===== src/design/hls_pkg.sv =====
`default_nettype none

package hls_pkg;

    localparam int HOP_INTERVAL_W = 16;
    localparam int HOP_COUNT_W    = 5;
    localparam int SLOW_TIMEOUT_W = HOP_INTERVAL_W + HOP_COUNT_W;
    localparam int TIME_W         = 32;
    localparam int CHANNEL_W      = 5;
    localparam int RSSI_W         = 8;
    localparam int RSSI_ACC_W     = 13;
    localparam int RSSI_CNT_W     = 5;
    localparam int HISTORY_W      = 16;
    localparam int QBITS_W        = 4;
    localparam int PASS_CNT_W     = 10;

    localparam logic CFG_HOP_INTERVAL = 1'b0;
    localparam logic CFG_HOP_COUNT    = 1'b1;

    localparam logic [HOP_INTERVAL_W-1:0] HOP_INTERVAL_RESET = 16'd20;
    localparam logic [HOP_COUNT_W-1:0]    HOP_COUNT_RESET    = 5'd1;

    localparam logic [RSSI_CNT_W-1:0] RSSI_BLOCK = 5'd20;
    localparam logic [8:0]            RSSI_FLOOR = 9'd45;
    localparam logic [8:0]            RSSI_CEIL  = 9'd255;

    // acc / 21 == (acc * 6242) >> 17 for acc < 13107
    localparam logic [RSSI_ACC_W-1:0] RSSI_DIV_MULT  = 13'd6242;
    localparam int                    RSSI_DIV_SHIFT = 17;
    localparam int                    RSSI_PROD_W    = 2 * RSSI_ACC_W;

    localparam logic [PASS_CNT_W-1:0] PASS_LIMIT = 10'd500;
    localparam logic [PASS_CNT_W-1:0] LOW_SAT    = 10'd1023;
    localparam logic [HISTORY_W-1:0]  POOR_LEVEL = 16'd8;
    localparam logic [HISTORY_W-1:0]  GOOD_LEVEL = 16'd12;
    localparam logic [14:0]           QUALITY_MASK = 15'h7fff;

    typedef struct packed {
        logic [HOP_INTERVAL_W-1:0] hop_interval_ms;
        logic [HOP_COUNT_W-1:0]    hop_count;
        logic [SLOW_TIMEOUT_W-1:0] slow_timeout;
    } t_cfg;

    typedef struct packed {
        logic [TIME_W-1:0] now_ms;
        logic              packet_received;
        logic [RSSI_W-1:0] rssi_sample;
        logic              startup_done;
    } t_item;

    typedef struct packed {
        logic [TIME_W-1:0]     last_packet_time;
        logic [TIME_W-1:0]     last_rssi_time;
        logic [HISTORY_W-1:0]  quality_history;
        logic [CHANNEL_W-1:0]  missed_packets;
        logic                  seen_first_packet;
        logic [CHANNEL_W-1:0]  channel_index;
        logic [RSSI_ACC_W-1:0] rssi_accumulator;
        logic [RSSI_CNT_W-1:0] rssi_samples;
        logic [RSSI_W-1:0]     rssi_latest;
        logic [RSSI_W-1:0]     rssi_smoothed;
        logic [PASS_CNT_W-1:0] low_quality_passes;
        logic [PASS_CNT_W-1:0] recovery_passes;
        logic                  returning;
    } t_state;

    typedef struct packed {
        logic [CHANNEL_W-1:0] hop_channel;
        logic                 hop_now;
        logic [QBITS_W-1:0]   link_quality_bits;
        logic [HISTORY_W-1:0] link_quality_raw;
        logic [CHANNEL_W-1:0] miss_streak;
        logic [RSSI_W-1:0]    last_rssi;
        logic [RSSI_W-1:0]    smooth_rssi;
        logic                 return_trigger;
        logic                 return_active;
    } t_result;

endpackage

`default_nettype wire


===== src/design/hls_pass.sv =====
`default_nettype none

module hls_pass
    import hls_pkg::*;
#(
    parameter int MAX_HOP_CHANNELS = 24
) (
    input  wire t_state  i_state,
    input  wire t_item   i_item,
    input  wire t_cfg    i_cfg,
    output t_state       o_state,
    output t_result      o_result
);

    t_state                 s;
    logic                   hop;
    logic                   trig;
    logic [TIME_W-1:0]      delta;
    logic [TIME_W-1:0]      iv_m1;
    logic [TIME_W-1:0]      iv_p1;
    logic [TIME_W-1:0]      slow_to;
    logic [RSSI_PROD_W-1:0] avg_prod;
    logic [8:0]             avg;
    logic [CHANNEL_W:0]     nxt;
    logic [QBITS_W-1:0]     qbits;

    always_comb begin
        s        = i_state;
        hop      = 1'b0;
        trig     = 1'b0;
        avg_prod = '0;
        avg      = '0;
        nxt      = '0;
        qbits    = '0;

        if (i_item.packet_received) begin
            s.last_packet_time  = i_item.now_ms;
            s.missed_packets    = '0;
            s.quality_history   = {s.quality_history[HISTORY_W-2:0], 1'b1};
            s.seen_first_packet = 1'b1;
            hop                 = 1'b1;
        end

        delta   = i_item.now_ms - s.last_packet_time;
        iv_m1   = {{(TIME_W-HOP_INTERVAL_W){1'b0}}, i_cfg.hop_interval_ms} - 32'd1;
        iv_p1   = {{(TIME_W-HOP_INTERVAL_W){1'b0}}, i_cfg.hop_interval_ms} + 32'd1;
        slow_to = {{(TIME_W-SLOW_TIMEOUT_W){1'b0}}, i_cfg.slow_timeout};

        // one RSSI sample per packet slot, in the air window
        if (s.missed_packets < 5'd2 && s.last_rssi_time != s.last_packet_time &&
            delta > iv_m1) begin
            s.last_rssi_time   = s.last_packet_time;
            s.rssi_latest      = i_item.rssi_sample;
            s.rssi_accumulator = s.rssi_accumulator
                               + {{(RSSI_ACC_W-RSSI_W){1'b0}}, i_item.rssi_sample};
            s.rssi_samples     = s.rssi_samples + 5'd1;
            if (s.rssi_samples > RSSI_BLOCK) begin
                avg_prod = RSSI_PROD_W'(s.rssi_accumulator) * RSSI_PROD_W'(RSSI_DIV_MULT);
                avg      = avg_prod[RSSI_DIV_SHIFT +: 9];
                if (avg < RSSI_FLOOR) begin
                    avg = RSSI_FLOOR;
                end
                if (avg > RSSI_CEIL) begin
                    avg = RSSI_CEIL;
                end
                // (8*s + 2*avg) / 8 == s + avg / 4
                s.rssi_smoothed    = s.rssi_smoothed + {1'b0, avg[8:2]};
                s.rssi_accumulator = '0;
                s.rssi_samples     = '0;
            end
        end

        if (s.seen_first_packet) begin
            if (s.missed_packets < i_cfg.hop_count && delta > iv_p1) begin
                s.quality_history  = {s.quality_history[HISTORY_W-2:0], 1'b0};
                hop                = 1'b1;
                s.missed_packets   = s.missed_packets + 5'd1;
                s.last_packet_time = s.last_packet_time
                    + {{(TIME_W-HOP_INTERVAL_W){1'b0}}, i_cfg.hop_interval_ms};
            end else if (s.missed_packets == i_cfg.hop_count && delta > slow_to) begin
                s.quality_history  = '0;
                hop                = 1'b1;
                s.rssi_smoothed    = '0;
                s.last_packet_time = i_item.now_ms;
            end

            if (s.quality_history < POOR_LEVEL && i_item.startup_done) begin
                if (s.low_quality_passes < LOW_SAT) begin
                    s.low_quality_passes = s.low_quality_passes + 10'd1;
                end
                if (s.low_quality_passes > PASS_LIMIT && !s.returning) begin
                    s.returning = 1'b1;
                    trig        = 1'b1;
                end
            end else begin
                s.low_quality_passes = '0;
                if (s.returning && s.quality_history > GOOD_LEVEL) begin
                    s.recovery_passes = s.recovery_passes + 10'd1;
                    if (s.recovery_passes > PASS_LIMIT) begin
                        s.returning       = 1'b0;
                        s.recovery_passes = '0;
                    end
                end else begin
                    s.recovery_passes = '0;
                end
            end
        end else if (delta > slow_to) begin
            // search hop before the first packet
            s.quality_history  = '0;
            s.last_packet_time = i_item.now_ms;
            hop                = 1'b1;
        end

        if (hop) begin
            nxt = {1'b0, s.channel_index} + 6'd1;
            if (nxt >= (CHANNEL_W+1)'(MAX_HOP_CHANNELS) || nxt >= {1'b0, i_cfg.hop_count}) begin
                nxt = '0;
            end
            s.channel_index = nxt[CHANNEL_W-1:0];
        end

        for (int k = 0; k < 15; k++) begin
            qbits = qbits + {3'b000, s.quality_history[k] & QUALITY_MASK[k]};
        end
    end

    assign o_state = s;

    assign o_result.hop_channel       = s.channel_index;
    assign o_result.hop_now           = hop;
    assign o_result.link_quality_bits = qbits;
    assign o_result.link_quality_raw  = s.quality_history;
    assign o_result.miss_streak       = s.missed_packets;
    assign o_result.last_rssi         = s.rssi_latest;
    assign o_result.smooth_rssi       = s.rssi_smoothed;
    assign o_result.return_trigger    = trig;
    assign o_result.return_active     = s.returning;

endmodule

`default_nettype wire


===== src/design/hop_link_supervisor.sv =====
// Channel   Handshake                    Payload
// input     i_valid / o_ready            i_now_ms, i_packet_received, i_rssi_sample,
//                                        i_startup_done
// result    o_valid / i_ready            o_hop_channel .. o_return_active
// config    i_cfg_valid / o_cfg_ready    i_cfg_index, i_cfg_data
//
// An accepted request sits in the input register, runs one pass of logic, and its
// result is loaded into the result register. One request per cycle sustained while
// results are taken; all link state updates in the same edge as the result register.
// Reset restores interval 20, hop count 1 and clears all link state.
// A stalled result holds the pass; the input register still takes one more request.
`default_nettype none

module hop_link_supervisor
    import hls_pkg::*;
#(
    parameter int MAX_HOP_CHANNELS = 24
) (
    input  wire                       i_clk,
    input  wire                       i_rst_n,

    input  wire                       i_valid,
    output logic                      o_ready,
    input  wire  [TIME_W-1:0]         i_now_ms,
    input  wire                       i_packet_received,
    input  wire  [RSSI_W-1:0]         i_rssi_sample,
    input  wire                       i_startup_done,

    output logic                      o_valid,
    input  wire                       i_ready,
    output logic [CHANNEL_W-1:0]      o_hop_channel,
    output logic                      o_hop_now,
    output logic [QBITS_W-1:0]        o_link_quality_bits,
    output logic [HISTORY_W-1:0]      o_link_quality_raw,
    output logic [CHANNEL_W-1:0]      o_miss_streak,
    output logic [RSSI_W-1:0]         o_last_rssi,
    output logic [RSSI_W-1:0]         o_smooth_rssi,
    output logic                      o_return_trigger,
    output logic                      o_return_active,

    input  wire                       i_cfg_valid,
    output logic                      o_cfg_ready,
    input  wire                       i_cfg_index,
    input  wire  [HOP_INTERVAL_W-1:0] i_cfg_data
);

    logic                      r_in_valid;
    t_item                     r_item;
    logic                      r_out_valid;
    t_result                   r_result;
    t_state                    r_state;
    t_state                    n_state;
    t_result                   n_result;
    logic [HOP_INTERVAL_W-1:0] r_hop_interval;
    logic [HOP_COUNT_W-1:0]    r_hop_count;
    logic [SLOW_TIMEOUT_W-1:0] r_slow_timeout;
    t_cfg                      w_cfg;
    logic                      w_advance;
    logic                      w_fire;

    assign w_advance   = !r_out_valid || i_ready;
    assign w_fire      = r_in_valid && w_advance;
    assign o_ready     = !r_in_valid || w_advance;
    assign o_cfg_ready = 1'b1;

    assign w_cfg.hop_interval_ms = r_hop_interval;
    assign w_cfg.hop_count       = r_hop_count;
    assign w_cfg.slow_timeout    = r_slow_timeout;

    hls_pass #(
        .MAX_HOP_CHANNELS(MAX_HOP_CHANNELS)
    ) u_pass (
        .i_state  (r_state),
        .i_item   (r_item),
        .i_cfg    (w_cfg),
        .o_state  (n_state),
        .o_result (n_result)
    );

    always_ff @(posedge i_clk) begin
        r_slow_timeout <= SLOW_TIMEOUT_W'(r_hop_interval) * SLOW_TIMEOUT_W'(r_hop_count);
        if (!i_rst_n) begin
            r_hop_interval <= HOP_INTERVAL_RESET;
            r_hop_count    <= HOP_COUNT_RESET;
        end else if (i_cfg_valid) begin
            unique case (i_cfg_index)
                CFG_HOP_INTERVAL: r_hop_interval <= i_cfg_data;
                CFG_HOP_COUNT:    r_hop_count    <= i_cfg_data[HOP_COUNT_W-1:0];
                default: ;
            endcase
        end
    end

    always_ff @(posedge i_clk) begin
        if (i_valid && o_ready) begin
            r_item.now_ms          <= i_now_ms;
            r_item.packet_received <= i_packet_received;
            r_item.rssi_sample     <= i_rssi_sample;
            r_item.startup_done    <= i_startup_done;
        end
        if (w_fire) begin
            r_result <= n_result;
        end
        if (!i_rst_n) begin
            r_in_valid  <= 1'b0;
            r_out_valid <= 1'b0;
            r_state     <= '0;
        end else begin
            if (i_valid && o_ready) begin
                r_in_valid <= 1'b1;
            end else if (w_fire) begin
                r_in_valid <= 1'b0;
            end
            if (w_fire) begin
                r_out_valid <= 1'b1;
                r_state     <= n_state;
            end else if (i_ready) begin
                r_out_valid <= 1'b0;
            end
        end
    end

    assign o_valid             = r_out_valid;
    assign o_hop_channel       = r_result.hop_channel;
    assign o_hop_now           = r_result.hop_now;
    assign o_link_quality_bits = r_result.link_quality_bits;
    assign o_link_quality_raw  = r_result.link_quality_raw;
    assign o_miss_streak       = r_result.miss_streak;
    assign o_last_rssi         = r_result.last_rssi;
    assign o_smooth_rssi       = r_result.smooth_rssi;
    assign o_return_trigger    = r_result.return_trigger;
    assign o_return_active     = r_result.return_active;

endmodule

`default_nettype wire


===== config.mk =====
export PLATFORM = sky130hd
export DESIGN_NAME = hop_link_supervisor
export DESIGN_NICKNAME = d
export VERILOG_FILES = /design/src/design/hls_pkg.sv /design/src/design/hls_pass.sv /design/src/design/hop_link_supervisor.sv
export SDC_FILE = /design/constraint.sdc
export NUM_CORES = 1
export LEC_CHECK = 0
export ABC_AREA = 1
export BUFFER_PORTS_ARGS = -buffer_cell sky130_fd_sc_hd__buf_4
export CAP_MARGIN = 20
export CORE_ASPECT_RATIO = 0.75
export CORE_UTILIZATION = 65
export DETAILED_ROUTE_END_ITERATION = 7
export GPL_TIMING_DRIVEN = 0
export MAX_ROUTING_LAYER = met4
export PLACE_DENSITY = 0.84
export SETUP_SLACK_MARGIN = 0.1
export SLEW_MARGIN = 10
export SYNTH_ARGS = -nofsm -noshare
export SYNTH_HDL_FRONTEND = slang
export SYNTH_SLANG_ARGS = --single-unit

===== constraint.sdc =====
create_clock -name i_clk -period 14.45 [get_ports i_clk]
set_input_delay 4.335 -clock i_clk [delete_from_list [all_inputs] [get_ports i_clk]]
set_output_delay 4.335 -clock i_clk [all_outputs]
set_load 0.1 [all_outputs]

---- Yosys cells after proc, flatten, opt, wreduce, memory -nomap -nowiden ----
Cells that the tools add are included.
word-level totals
  register bits ........................... 281
  input bits .............................. 64
  output and inout port bits .............. 52
  logic and storage cells ................. 147
cells by class
  add/subtract/negate cells ............... 25
  $mul .................................... 2
  $lt $le $gt $ge ......................... 15
  equality and inequality tests ........... 2
  muxes and demuxes ....................... 47
  bitwise gates (word level) .............. 2
  reductions and logical operators ........ 23
operators by type and width
  operator                                                                           number
  32-bit 2-to-1 mux                                                                  5
  16-bit 2-to-1 mux                                                                  6
  32-bit greater-than comparator                                                     2
  10-bit 2-to-1 mux                                                                  6
  9-bit 2-to-1 mux                                                                   6
  4-bit by 1-bit adder with 4-bit output                                             13
  32-bit by 16-bit adder with 32-bit output                                          1
  32-bit by 21-bit greater-than comparator with 1-bit output                         1
  32-bit != test                                                                     1
  32-bit subtractor                                                                  1
  29-bit 2-to-1 mux                                                                  1
  13-bit by 12-bit multiplier with 25-bit output (second input constant)             1
  8-bit 2-to-1 mux                                                                   3
  22-bit 2-to-1 mux                                                                  1
  16-bit by 5-bit multiplier with 21-bit output                                      1
  10-bit by 1-bit adder with 10-bit output (second input constant)                   2
  10-bit by 9-bit greater-than comparator with 1-bit output (second input constant)  2
  5-bit 2-to-1 mux                                                                   4
  18-bit 2-to-1 mux                                                                  1
  16-bit by 1-bit adder with 17-bit output (second input constant)                   1
  16-bit by 1-bit subtractor with 17-bit output (second input constant)              1
  16-bit by 4-bit greater-than comparator with 1-bit output (second input constant)  1
  16-bit by 4-bit less-than comparator with 1-bit output (second input constant)     1
  13-bit by 8-bit adder with 13-bit output                                           1
  other kinds (22)                                                                   53

---- Depth between registers and ports, before layout ----
  depth in word-level cells ............... 22
  mapped depth ............................ 49
  gate-level depth less buffers ........... 49

---- Hierarchy ----
From an unflattened synthesis, not the netlist that was laid out.
second synthesis, totals
  cell total of the unflattened synthesis .. 3685
  area total of the unflattened synthesis .. 25381.8 um^2
modules (own cells, without submodules)
  module               times used  cells each  area an instance (um^2)  sequential area each (um^2)
  hls_pass             1           2388        13623.1                  0.0
  hop_link_supervisor  1           1297        11758.8                  6536.3

---- Least setup slack after synthesis ----
Ideal clock, no wire load.
  path type ............................... input to output
  start ................................... input i_ready
  end ..................................... output o_ready
  arrival ................................. 5.143 ns
  required time ........................... 10.115 ns
  path slack .............................. 4.972 ns
  stages .................................. 2
  buffers on the path ..................... 0
  path through ............................ inv_1 nand3_1
between the ends
  cells in the longest elaborated chain, start to end .. 2
ends and longest elaborated chain
  what                RTL line                   source
  start: declaration  hop_link_supervisor.sv:30  input wire i_ready,
  1-bit logical OR    hop_link_supervisor.sv:61  assign w_advance = !r_out_valid || i_ready;
  1-bit logical OR    hop_link_supervisor.sv:63  assign o_ready = !r_in_valid || w_advance;
  end: declaration    hop_link_supervisor.sv:23  output logic o_ready,
Every way passes these cells.

==> results.py <==
metrics = {
    "placement": {
        "dp.cells": 3988,
        "io_buffers": 114,
        "place_ws_ns": 4.92,
        "gp_congestion": 1.03,
        "dp_hpwl_mm": 60.7,
    },
    "power_and_ir_drop": {
        "pwr-share-comb_pct": 44.2,
        "p_clk_share_pct": 26.4,
        "netSwitchingPower_w": 0.00131,
        "power_density_mw_per_mm2": 118,
        "intPower_w": 0.00182,
        "power_frac_seq_pct": 29.5,
        "p_sw_share_pct": 41.8,
        "p_leak_nw": 13.4,
        "ir_drop_v": 0.000191,
    },
    "global_route": {
        "antenna_found_initial": 2,
        "grt_pass1_wl_mm": 120,
        "grt.total_usage_pct": 41.8,
        "grt_pass1_vias": 22500,
        "grt_max_degree": 59,
        "gr-total-overflow": 0,
    },
    "final_layout": {
        "final_core_util_pct": 73.5,
        "drive_above_1_share_pct": 7.14,
        "area_delta_synth_final_pct": 10.6,
        "final_nets": 3918,
        "finalNonFillerCells": 4044,
    },
    "critical_path": {
        "path_max_fanout": 10,
        "path_class": "flip-flop to flip-flop",
        "start_kind": "flip-flop",
        "endpoint_kind": "flip-flop",
        "crit_slowest_cell": "buf_1",
        "cpPeakStageDelay_ns": 0.67,
        "cpMostUsedCell": "nand2_1",
        "required_ns": 14.77,
        "cp.arrival_ns": 10.29,
    },
    "synthesis": {
        "netlist-cell-type-count": 61,
        "syn_area_mm2": 0.0240,
        "ys_seq_elements": 281,
        "avgSynthCellArea_um2": 7.10,
        "synthFlopType": "dfxtp_1",
        "synth.most_common_cell": "nand2_1",
        "yosys_warnings": 0,
        "yosysTopAreaCellShare_pct": 15.9,
        "synthTopCellsByArea": "dfxtp_1, ha_1, nand2_1",
        "synthCells": 3376,
        "synth_top_family_by_area": "simple AND/OR/NAND/NOR gates",
        "synth_compound_area_share_pct": 14.7,
        "synthAdderAreaFrac_pct": 19.6,
        "synth-simple-area-share_pct": 22.1,
        "yosys.area.top_type": "dfxtp_1",
        "synth_fp_nets": 3771,
        "synthMuxAreaShare_pct": 0.0417,
        "async_flop_share_pct": 0,
        "synth_common_cells": "nand2_1, inv_1, a21oi_1",
        "synth_seq_area_share_pct": 27.3,
        "synthXorXnorAreaFrac_pct": 4.97,
        "synth_edf_count": 91,
    },
    "route": {
        "drc": 0,
        "first_iter_violations": 3055,
        "ant_nets": 0,
        "viasPerCell": 5.93,
        "first_pass_iters": 8,
        "wl_mm": 77.0,
        "wl_per_cell_um": 19.0,
        "vias": 24000,
    },
    "cts": {
        "postCtsSetupBuffers": 0,
        "cts_max_level": 1,
        "numCtsBuffers": 29,
        "clock-sinks": 281,
        "cts_tree": "yes",
        "holdBufCountCts": 0,
        "clockBufferDepth": 3,
        "root_buffer": "clkbuf_16",
        "cts_resized": 0,
        "clk_latency_ns": 0.58,
        "clk_pin_slew_ns": 0.07,
    },
    "sta": {
        "finalSetupTns_ns": 0,
        "tightest_slew_ns": 1.01,
        "rsz0062_at_grt": "no",
        "setup_ws_ns": 4.48,
        "hold_violations": 0,
        "max_slew_margin_pct": 31.8,
        "period_needed_ns": 9.97,
        "finalCritPeriodShare_pct": 69.0,
        "setup_viol": 0,
        "max_freq_ghz": 0.100,
        "finalMaxSlewViolations": 0,
        "clock_skew_ns": 0.0178,
    },
    "floorplan": {
        "core-area_mm2": 0.0361,
        "die_h_um": 168,
        "die_w_um": 224,
        "start_util_pct": 66.4,
        "dieArea_mm2": 0.0377,
        "num_rows": 60,
        "ios": 116,
    },
    "hold_path": {
        "hold_class": "flip-flop to flip-flop",
    },
    "job": {
        "maxCapViolCount": 0,
    },
    "run_status": {
        "outcome": "complete, no violations",
    },
}
per-layer routing:
metal  GRT usage, %  up-vias  part of all wire (%)
met1           56.7    11100                    42
met3           7.77      218                    12
met4           15.3        0                   3.8
met5              -        -                     0
li1               -    11200                     -
met2           62.4     1436                    43
cells by family (layout without fill, tap and decap cells):
family | count (synthesis) | count (layout)
other | 2 | 5
AO/OA/AOI/OAI | 636 | 636
multiplexers | 1 | 1
XOR/XNOR | 136 | 136
adder cells (fa/ha/maj) | 331 | 331
buffers and inverters | 707 | 876
flip-flops | 281 | 281
AND/OR/NAND/NOR | 1282 | 1282
cell usage in the layout, fill, tap and decap left out, drive strengths merged, types with 4 or more instances in the layout:
cell / count
and2: 6
buf: 146
nor3: 37
clkinv: 16
inv: 599
o31ai: 4
o21bai: 10
nor4: 7
a31oi: 10
a32oi: 4
o221ai: 14
edfxtp: 91
clkinvlp: 4
xor2: 107
fa: 74
a21o: 7
xnor2: 29
clkbuf: 107
nand2: 811
a22oi: 11
o211ai: 16
a221oi: 4
ha: 257
a21boi: 6
nand4: 30
o22ai: 4
o21ai: 242
nand3: 133
o21a: 10
nor2: 241
dfxtp: 190
a21oi: 275
or2: 11
a211oi: 11
bufinv: 4
flip-flops by register name (all words and copies together), names as in the netlist:
signal               count
r_state                146
r_item                  42
r_slow_timeout          21
o_link_quality_raw      16
r_hop_interval          16
o_last_rssi              8
o_smooth_rssi            8
o_hop_channel            5
o_miss_streak            5
r_hop_count              5
o_link_quality_bits      4
o_hop_now                1
o_return_active          1
o_return_trigger         1
o_valid                  1
r_in_valid               1
critical path, delay by kind of cell, from the launching register on:
kind | cells | cell delay (ns)
compound gates | 3 | 0.63
flops | 1 | 0.38
simple gates | 16 | 1.92
buf+inv | 10 | 2.70
xor+xnor | 2 | 0.63
fa+ha+maj | 9 | 3.43
power by group through the flow:
stage	Clock, W	Combinational [W]	Sequential [W]
2_1_floorplan	0	0.000907	0.00100
3_3_place_gp	0	0.00127	0.000938
3_5_place_dp	0	0.00134	0.000939
4_1_cts	0.000825	0.00136	0.000922
5_1_grt	0.000857	0.00155	0.000928
6_report	0.000827	0.00139	0.000924
stage by stage:
step | area, um^2 | hold slack [ns] | total power [W]
after global routing | 26500 | 0.482 | 0.00333
after global placement | 25500 | 0.434 | 0.00220
final | 26500 | 0.458 | 0.00314
after floorplan | 24000 | 0.425 | 0.00191
after detailed placement | 25500 | 0.442 | 0.00228
after CTS | 26500 | 0.454 | 0.00310
final cells by class:
| cell class | instances | area, um^2 |
|---|---|---|
| Buffer | 102 | 445 |
| Timing Repair Buffer | 116 | 881 |
| Clock inverter | 18 | 215 |
| Sequential cell | 281 | 6540 |
| Multi-Input combinational cell | 2388 | 14700 |
| Inverter | 605 | 2280 |
| Tap cell | 496 | 621 |
| Antenna cell | 3 | 7.51 |
| Fill cell | 2797 | 9580 |
| Clock buffer | 35 | 821 |
path summary, 6_finish.rpt:
check,slack (ns),depth (start not counted),from,endpoint
worst max-delay path,4.48,40,r_item[9]$_DFFE_PP_,o_link_quality_bits[2]$_DFFE_PP_
worst min-delay path,0.46,2,r_state[33]$_SDFFE_PN0P_,r_state[33]$_SDFFE_PN0P_
worst max register to register,4.48,40,r_item[9]$_DFFE_PP_,o_link_quality_bits[2]$_DFFE_PP_
worst min register to register,0.46,2,r_state[33]$_SDFFE_PN0P_,r_state[33]$_SDFFE_PN0P_
Power figures use the tool's default switching activity.
